`src/design/u8pc_pkg.sv`:
```
// ----------------------------------------------------------------------------
// u8pc_pkg
// Types and constants shared by the printable UTF-8 byte checker.
// ----------------------------------------------------------------------------
package u8pc_pkg;

  // status codes reported with every byte
  typedef enum logic [2:0] {
    ST_OK         = 3'd0,
    ST_CONTROL    = 3'd1,
    ST_DEL        = 3'd2,
    ST_BAD_LEAD   = 3'd3,
    ST_BAD_CONT   = 3'd4,
    ST_INCOMPLETE = 3'd5
  } status_e;

  // byte classes
  localparam logic [7:0] FirstPrintable = 8'h20;
  localparam logic [7:0] DelByte        = 8'h7F;
  localparam logic [7:0] MinTwoLead     = 8'hC2;
  localparam logic [7:0] MaxFourLead    = 8'hF4;

  // input beat
  typedef struct packed {
    logic [7:0] data_byte;
    logic       end_of_string;
  } in_beat_t;

  // result beat
  typedef struct packed {
    logic [2:0] status;
    logic       verdict_final;
  } out_beat_t;

  // checker state carried from byte to byte
  typedef struct packed {
    logic [1:0] bytes_owed;
    status_e    first_error;
  } chk_state_t;

endpackage

```
`src/design/u8pc_step.sv`:
```
// ----------------------------------------------------------------------------
// u8pc_step
// Per-byte decision: classifies one byte against the running state and
// gives the status for this beat and the state for the next byte.
// ----------------------------------------------------------------------------
module u8pc_step (
  input  u8pc_pkg::in_beat_t   beat_i,
  input  u8pc_pkg::chk_state_t state_i,
  output u8pc_pkg::out_beat_t  result_o,
  output u8pc_pkg::chk_state_t state_o
);
  import u8pc_pkg::*;

  logic [7:0] b;
  status_e    lead_st;
  logic [1:0] lead_owed;
  status_e    err;
  logic [1:0] owed;

  assign b = beat_i.data_byte;

  // classification of a byte seen outside a sequence
  always_comb begin
    lead_owed = 2'd0;
    if (b < FirstPrintable) begin
      lead_st = ST_CONTROL;
    end else if (b == DelByte) begin
      lead_st = ST_DEL;
    end else if (!b[7]) begin
      lead_st = ST_OK;
    end else if (b[7:5] == 3'b110 && b >= MinTwoLead) begin
      lead_st   = ST_OK;
      lead_owed = 2'd1;
    end else if (b[7:4] == 4'b1110) begin
      lead_st   = ST_OK;
      lead_owed = 2'd2;
    end else if (b[7:3] == 5'b11110 && b <= MaxFourLead) begin
      lead_st   = ST_OK;
      lead_owed = 2'd3;
    end else begin
      lead_st = ST_BAD_LEAD;
    end
  end

  // running status; once an error is held the rest of the string is ignored
  always_comb begin
    err  = state_i.first_error;
    owed = state_i.bytes_owed;
    if (state_i.first_error == ST_OK) begin
      if (state_i.bytes_owed != 2'd0) begin
        if (b[7:6] != 2'b10) begin
          err = ST_BAD_CONT;
        end else begin
          owed = state_i.bytes_owed - 2'd1;
        end
      end else begin
        err  = lead_st;
        owed = lead_owed;
      end
      if (beat_i.end_of_string && err == ST_OK && owed != 2'd0) begin
        err = ST_INCOMPLETE;
      end
    end
  end

  // result and next state; the end of a string clears everything
  always_comb begin
    result_o.status        = err;
    result_o.verdict_final = beat_i.end_of_string;
    if (beat_i.end_of_string) begin
      state_o.bytes_owed  = 2'd0;
      state_o.first_error = ST_OK;
    end else begin
      state_o.bytes_owed  = owed;
      state_o.first_error = err;
    end
  end

endmodule

```
`config.mk`:
```
export PLATFORM = sky130hd
export DESIGN_NAME = u8pc_step
export DESIGN_NICKNAME = d
export VERILOG_FILES = /design/src/design/u8pc_pkg.sv /design/src/design/u8pc_step.sv
export SDC_FILE = /design/constraint.sdc
export NUM_CORES = 1
export LEC_CHECK = 0
export CAP_MARGIN = 20
export CELL_PAD_IN_SITES_DETAIL_PLACEMENT = 1
export CELL_PAD_IN_SITES_GLOBAL_PLACEMENT = 1
export CORE_AREA = 3 3 40 42
export DETAILED_ROUTE_END_ITERATION = 7
export DIE_AREA = 0 0 43 45
export DONT_BUFFER_PORTS = 1
export PLACE_DENSITY = 0.53
export SYNTH_ARGS = -nofsm -noshare
export SYNTH_HDL_FRONTEND = slang
export SYNTH_SLANG_ARGS = --single-unit
```
`constraint.sdc`:
```
create_clock -name vclk -period 3.8
set_input_delay 0.19 -clock vclk [all_inputs]
set_output_delay 0.19 -clock vclk [all_outputs]
set_load 0.005 [all_outputs]
```
# [Word level (Yosys, flattened, before mapping)]
# Cells that the tools add are included.
[word_totals] ff_bits=0 latch_bits=0 mem_bits_rw=0 mem_bits_ro=0 inputBits=14 out_inout_bits=9 mem_count=0
[classes] n_addsub=1 mul=0 div=0 order_cmp=3 n_eq_ne=5 shifts=0 mux=22 bitwise=0 n_reduce_logical=8
[op_table] op="two-way mux 2 bit" count=16
[op_table] op="two-way mux 3 bit" count=5
[op_table] op="equality test 8 x 7 -> 1 bit (second input constant)" count=1
[op_table] op=">= comparator 8 bit (second input constant)" count=1
[op_table] op="less-or-equal comparator 8 bit (second input constant)" count=1
[op_table] op="less-than comparator 8 x 6 -> 1 bit (second input constant)" count=1
[op_table] op="zero test 3 bit" count=2
[op_table] op="equality test 5 bit (second input constant)" count=1
[op_table] op="two-way mux 5 bit" count=1
[op_table] op="equality test 4 bit (second input constant)" count=1
[op_table] op="logical AND 1 bit" count=4
[op_table] op="nonzero test 2 bit" count=2
[op_table] op="equality test 3 bit (second input constant)" count=1
[op_table] op="!= test 2 bit (second input constant)" count=1
[op_table] op="subtractor 2 x 1 -> 2 bit (second input constant)" count=1

# [Longest topological paths before layout]
# Gate-level depths: netlist of run 1.
[depth] word_depth=16 depth_mapped=7 ltp_nobuf=7

# [Worst setup path before layout of run 1]
# Ideal clock, no wire load.
[synth_path] path_kind="in2out" startpoint="input beat_i[5] in the netlist's numbering" endpoint="output state_o[0] in the netlist's numbering" arrival_ns=1.462 required_ns=3.610 slack_ns=2.148 path_stages=5 n_path_buf=0 cell_sequence="or4_4 nand3b_4 a2bb2oi_1 or4_1 a21oi_1"
[synth_rtl] element="start, declared" line_no="u8pc_step.sv:7" source="input u8pc_pkg::in_beat_t beat_i,"
[synth_rtl] element="end, declared" line_no="u8pc_step.sv:10" source="output u8pc_pkg::chk_state_t state_o"

==> impl_metrics.csv, run 1 <==
group,metric,value,unit
status,outcome,"finished, final reports clean",
timing,period_needed,1720,ps
min_path,worstHoldPathType,"input pin to primary output",
timing,fmax,0.580,GHz
timing,hold_viol,0,
synthesis,synth_nets,64,
placed_design,dp_hpwl,819,um
critical_path,critical_path_class,"input pin to primary output",
pwr,leakage,0.116,nW
floorplanning,core,0.00128,sq mm
detailed_routing,wl,958,um
synthesis,synth.avg_cell_area,6.46,sq um
global_route,grt_start_max_net_pins,8,
synthesis,yosysSeqAreaShare,0,%
floorplanning,initial_utilization,24.6,%
critical_path,crit_cells,5,
cells_and_area,area_growth,3.56,%
job,cap_violations,0,
timing,grt_setup_unrepaired,"false",
critical_path,arrival,1530,ps
pwr,power_density,75.4,mW/mm^2
global_route,antenna_found_initial,0,
floorplanning,ioPinCount,23,
cells_and_area,nNetsFinal,65,
cells_and_area,seqCellArea,0,sq um
clocking,post_cts_buffers,0,
critical_path,path_max_fanout,4,
critical_path,endpoint_kind,"primary output",
critical_path,startpoint,"beat_i[5]",
critical_path,crit_family,"simple AND/OR/NAND/NOR gates",
detailed_routing,drt-initial-drc-count,9,
timing,finalMaxSlewViolations,0,
placed_design,dpl-instance-area,328,sq um
critical_path,crit_slowest_cell,"or4_4",
detailed_routing,detail-route-antenna-nets,0,
cells_and_area,n_fill_cell,172,
detailed_routing,vias_per_cell,6.24,
cells_and_area,seq_cells,0,
synthesis,syn_inst,49,
critical_path,worstPathRequired,3610,ps
detailed_routing,wire_per_inst,15.2,um
pwr,fin_total_pwr,0.0000247,W
cells_and_area,fin_area,328,sq um
cells_and_area,drive_above_1_share,4.17,%
synthesis,synth_cell_types,28,
clocking,post_cts_resized,0,
min_path,min_from,"beat_i[0]",
placed_design,portBuffers,0,
floorplanning,die_w,43,um
global_route,grt_pass1_vias,392,
floorplanning,chipHeight,45,um
timing,slew_headroom,79.9,%
min_path,whs_path_depth,0,
timing,finalSetupViolCount,0,
critical_path,slowest_delay,530,ps
critical_path,start_kind,"input pin",
detailed_routing,vias,393,
global_route,grt_use_total,10.0,%
floorplanning,die_area,0.00194,sq mm
critical_path,path_cells,"or4_4, nand3b_4, a2bb2oi_1, or4_1, a21oi_1",
cells_and_area,nClkBuffers,0,
floorplanning,rows,13,
cells_and_area,antenna_cells,0,
timing,worst_pin_slew,299,ps
synthesis,yosys_warnings,0,
timing,tns,0,ps
placed_design,place_congestion,0.786,
clocking,postCtsHoldBufs,0,
detailed_routing,post-route-drc-count,0,
synthesis,synth.cell_area,317,sq um
detailed_routing,first_pass_iters,4,
global_route,overflow,0,
pwr,ir_drop,0.0174,mV
global_route,grt_pass1_wl,1570,um
critical_path,cp_num_buf_inv,0,
timing,fin_crit_sh,45.4,%
## Yosys cell counts
| cell | count | share of area, % |
|---|---|---|
| inv_1 | 5 | 5.9 |
| a21oi_1 | 3 | 4.7 |
| a31oi_1 | 3 | 5.9 |
| and2_1 | 3 | 5.9 |
| nand2_1 | 3 | 3.6 |
| nor3_1 | 3 | 4.7 |
| o31ai_1 | 3 | 7.1 |
| nand3_1 | 2 | 3.2 |
| nand4_1 | 2 | 4.0 |
| nor2_1 | 2 | 2.4 |
| o21ai_0 | 2 | 3.2 |
| or4_1 | 2 | 4.7 |
| a222oi_1 | 1 | 3.2 |
| a22oi_1 | 1 | 2.4 |
| a2bb2oi_1 | 1 | 2.8 |
| and3_1 | 1 | 2.0 |
| buf_4 | 1 | 2.4 |
| ha_1 | 1 | 4.0 |
| nand2b_1 | 1 | 2.0 |
| nand3b_4 | 1 | 6.3 |
| nor2b_1 | 1 | 2.0 |
| nor3b_1 | 1 | 2.4 |
| nor4b_1 | 1 | 2.8 |
| o211ai_1 | 1 | 2.4 |
| o21a_1 | 1 | 2.4 |
| o21bai_1 | 1 | 2.4 |
| or3_1 | 1 | 2.0 |
| or4_4 | 1 | 3.6 |
## report_power, final
| part | total, W | internal [W] | switching, W |
|---|---|---|---|
| sequential | 0 | 0 | 0 |
| combinational | 0.0000247 | 0.0000120 | 0.0000127 |
| clock | 0 | 0 | 0 |
## kinds of logic after synthesis
group	count (synthesis)	synth area share, %
fa+ha+maj	1	3.95
simple gates	25	51.4
compound gates	17	36.4
buf+inv	6	8.30
## cells in the final DEF (no fill, tap or decap), types with 3 or more instances in the layout
cell type  n
a31oi_1    3
inv_1      5
a21oi_1    3
nor3_1     3
and2_1     3
nand2_1    3
o31ai_1    3
## path summary, 6_finish.rpt
| check | end | slack, ps |
|---|---|---|
| max | state_o[0] | 2080 |
| min | result_o[0] | 380 |
## area by class of cell
cell class	instances	area (sq um)	area share, %
well taps	15	18.8	5.73
inverters	5	18.8	5.73
multi-input cells	43	290	88.5
## metrics by stage
step	hold slack (ps)	setup slack, ps	cells	utilization, %
3_5_place_dp	380	2070	63	25.5
3_3_place_gp	380	2070	63	25.5
2_1_floorplan	408	2150	49	-
5_1_grt	380	1940	63	25.5
4_1_cts	380	2070	63	25.5
6_report	380	2080	63	25.5
## metal layers
layer  wire length (um)  vias up  global-route usage [%]
met5                  0        -                       0
met4                  0        0                       0
met3                129        0                    1.59
met2                413       22                    18.0
met1                415      177                    13.6
li1                   -      194                       -
Power figures use the tool's default switching activity.
==> run 2: changes to the inputs <==
- ABC_AREA: unset -> 1
- PLACE_DENSITY: 0.53 -> 0.64
- clock period: 3.8 -> 1.7 ns (I/O delays scaled with it)
==> run 2 against run 1 <==
Total power grew to 3.2 times the previous value. Worst setup slack worse by 1800 ps. Combinational power grew to 3.2 times the previous value. Count of clock-buffer cells in the layout stayed put. Critical path depth is 7 higher. Wire length is 7.1% higher. Sequential share of layout area stayed put. Synthesized cell count is 53% higher. Non-clock buffer count is 1 higher. Global-route usage is 0.50 points higher. Final area is 22% higher. Critical path type unchanged. Largest cell class unchanged.
==> impl_metrics.csv, run 2 <==
group,metric,value,unit
pwr,clockPowerShare,0,%
critical_path,critical_path_class,"input pin to primary output",
global_route,overflow,0,
pwr,leakage,0.216,nW
timing,finalSetupViolCount,0,
timing,fin_crit_sh,82.5,%
synthesis,synth_top_area_share,18.8,%
synthesis,synth.area.top_cells,"nand2_1 (19%), inv_1 (14%), a21oi_1 (11%)",
critical_path,arrival,1320,ps
global_route,grt_start_max_net_pins,8,
critical_path,slowest_delay,220,ps
floorplanning,ioPinCount,23,
detailed_routing,post-route-drc-count,0,
synthesis,synth.cell_area,380,sq um
critical_path,path_cells,"inv_1, ha_1, buf_4, a21oi_1, o21ai_1, nand2_2, nor2_1, nor2_1, nand2_1, nand2_1, nand2_1, a21oi_1",
placed_design,place_congestion,0.691,
timing,fin_ws,297,ps
synthesis,synth_cell_types,22,
synthesis,synth_commonest_cells,"nand2_1 (19), inv_1 (14), a21oi_1 (8), nor2_1 (8), nand2_2 (4)",
synthesis,yosysMostFrequentCell,"nand2_1",
placed_design,portBuffers,0,
synthesis,yosys_warnings,0,
synthesis,synth.avg_cell_area,5.07,sq um
cells_and_area,instances_no_fill,90,
pwr,sw_frac_of_total,62.0,%
cells_and_area,seqCellArea,0,sq um
global_route,antenna_found_initial,0,
cells_and_area,area_growth,4.93,%
synthesis,syn_inst,75,
critical_path,crit_slowest_cell,"ha_1",
status,outcome,"finished, final reports clean",
detailed_routing,first_pass_iters,3,
min_path,worstHoldPathType,"input pin to primary output",
pwr,power_density,197,mW/mm^2
critical_path,crit_family,"simple AND/OR/NAND/NOR gates",
cells_and_area,drive_above_1_share,18.7,%
floorplanning,rows,13,
floorplanning,chipHeight,45,um
floorplanning,die_area,0.00194,sq mm
global_route,grt_pass1_vias,431,
pwr,p_comb_share,100.0,%
global_route,grt_pass1_wl,1690,um
critical_path,crit_cells,12,
critical_path,cp_common_cell,"nand2_1",
timing,worst_pin_slew,398,ps
critical_path,worstPathRequired,1620,ps
detailed_routing,detail-route-antenna-nets,0,
detailed_routing,wl,1030,um
floorplanning,die_w,43,um
critical_path,endpoint,"state_o[0]",
clocking,post_cts_resized,0,
synthesis,synth_nets,90,
synthesis,yosysTopAreaCell,"nand2_1",
pwr,p_int,0.0000299,W
floorplanning,core,0.00128,sq mm
timing,period_needed,1400,ps
cells_and_area,nNetsFinal,92,
floorplanning,initial_utilization,29.6,%
synthesis,yosysSeqAreaShare,0,%
critical_path,path_max_fanout,5,
detailed_routing,vias_per_cell,5.00,
placed_design,dp_cells,90,
detailed_routing,vias,450,
job,cap_violations,0,
placed_design,dp_hpwl,935,um
detailed_routing,wire_per_inst,11.4,um
cells_and_area,nClkBuffers,0,
placed_design,pre_cts_ws,278,ps
pwr,ir_drop,0.0514,mV
detailed_routing,drt-initial-drc-count,4,
cells_and_area,antenna_cells,0,
timing,slew_headroom,73.1,%
global_route,grt_use_total,10.5,%
timing,finalMaxSlewViolations,0,
timing,fmax,0.713,GHz
timing,grt_setup_unrepaired,"false",
pwr,power_switching,0.0000488,W
critical_path,start_kind,"input pin",
clocking,post_cts_buffers,0,
critical_path,startpoint,"state_i[3]",
timing,tns,0,ps
pwr,p_seq_share,0,%
timing,hold_viol,0,
critical_path,cp_num_buf_inv,2,
cells_and_area,final_cell_mix,"nand2_1 (19), inv_1 (14), nor2_1 (8), a21oi_1 (8), nand2_2 (4)",
clocking,postCtsHoldBufs,0,
cells_and_area,seq_cells,0,
critical_path,endpoint_kind,"primary output",
cells_and_area,final_common_cell,"nand2_1",
## run 2: worst min-delay path by stage
stage / end / slack, ps / from / cells past startpoint
6_report: result_o[0] / 170 / beat_i[0] / 0
2_1_floorplan: state_o[0] / 200 / beat_i[0] / 1
3_5_place_dp: result_o[0] / 170 / beat_i[0] / 0
4_1_cts: result_o[0] / 170 / beat_i[0] / 0
3_3_place_gp: result_o[0] / 170 / beat_i[0] / 0
5_1_grt: result_o[0] / 170 / beat_i[0] / 0
## run 2: through the flow
step	total power, W	cell area (sq um)	hold slack, ps	util [%]
2_1_floorplan	0.0000680	380	198	-
3_3_place_gp	0.0000782	399	170	31.1
3_5_place_dp	0.0000801	399	170	31.1
4_1_cts	0.0000804	399	170	31.1
5_1_grt	0.0000920	399	170	31.1
6_report	0.0000787	399	170	31.1
## run 2: layout make-up
type	count	area, sq um
timing repair buffer	1	7.51
fill	191	886
tap	15	18.8
multi-input combinational	57	309
inverter	17	63.8
## run 2: layer usage
layer | vias to the layer above | global-route usage (%) | part of all wire [%]
met5 | - | 0 | 0
met4 | 0 | 0 | 0
met3 | 0 | 1.20 | 6.7
met2 | 15 | 20.4 | 50
met1 | 193 | 13.3 | 43
li1 | 242 | - | -
## run 2: power by group through the flow
| stage | clock [W] | combinational [W] | sequential (W) |
|---|---|---|---|
| 5_1_grt | 0 | 0.0000920 | 0 |
| 3_3_place_gp | 0 | 0.0000782 | 0 |
| 4_1_cts | 0 | 0.0000804 | 0 |
| 6_report | 0 | 0.0000787 | 0 |
| 2_1_floorplan | 0 | 0.0000680 | 0 |
| 3_5_place_dp | 0 | 0.0000801 | 0 |
## run 2: kinds of logic after synthesis
group / after synthesis / synth area share [%]
AND/OR/NAND/NOR: 38 / 45.7
adder cells (fa/ha/maj): 1 / 3.29
AO/OA/AOI/OAI: 18 / 32.2
buffers and inverters: 18 / 18.8
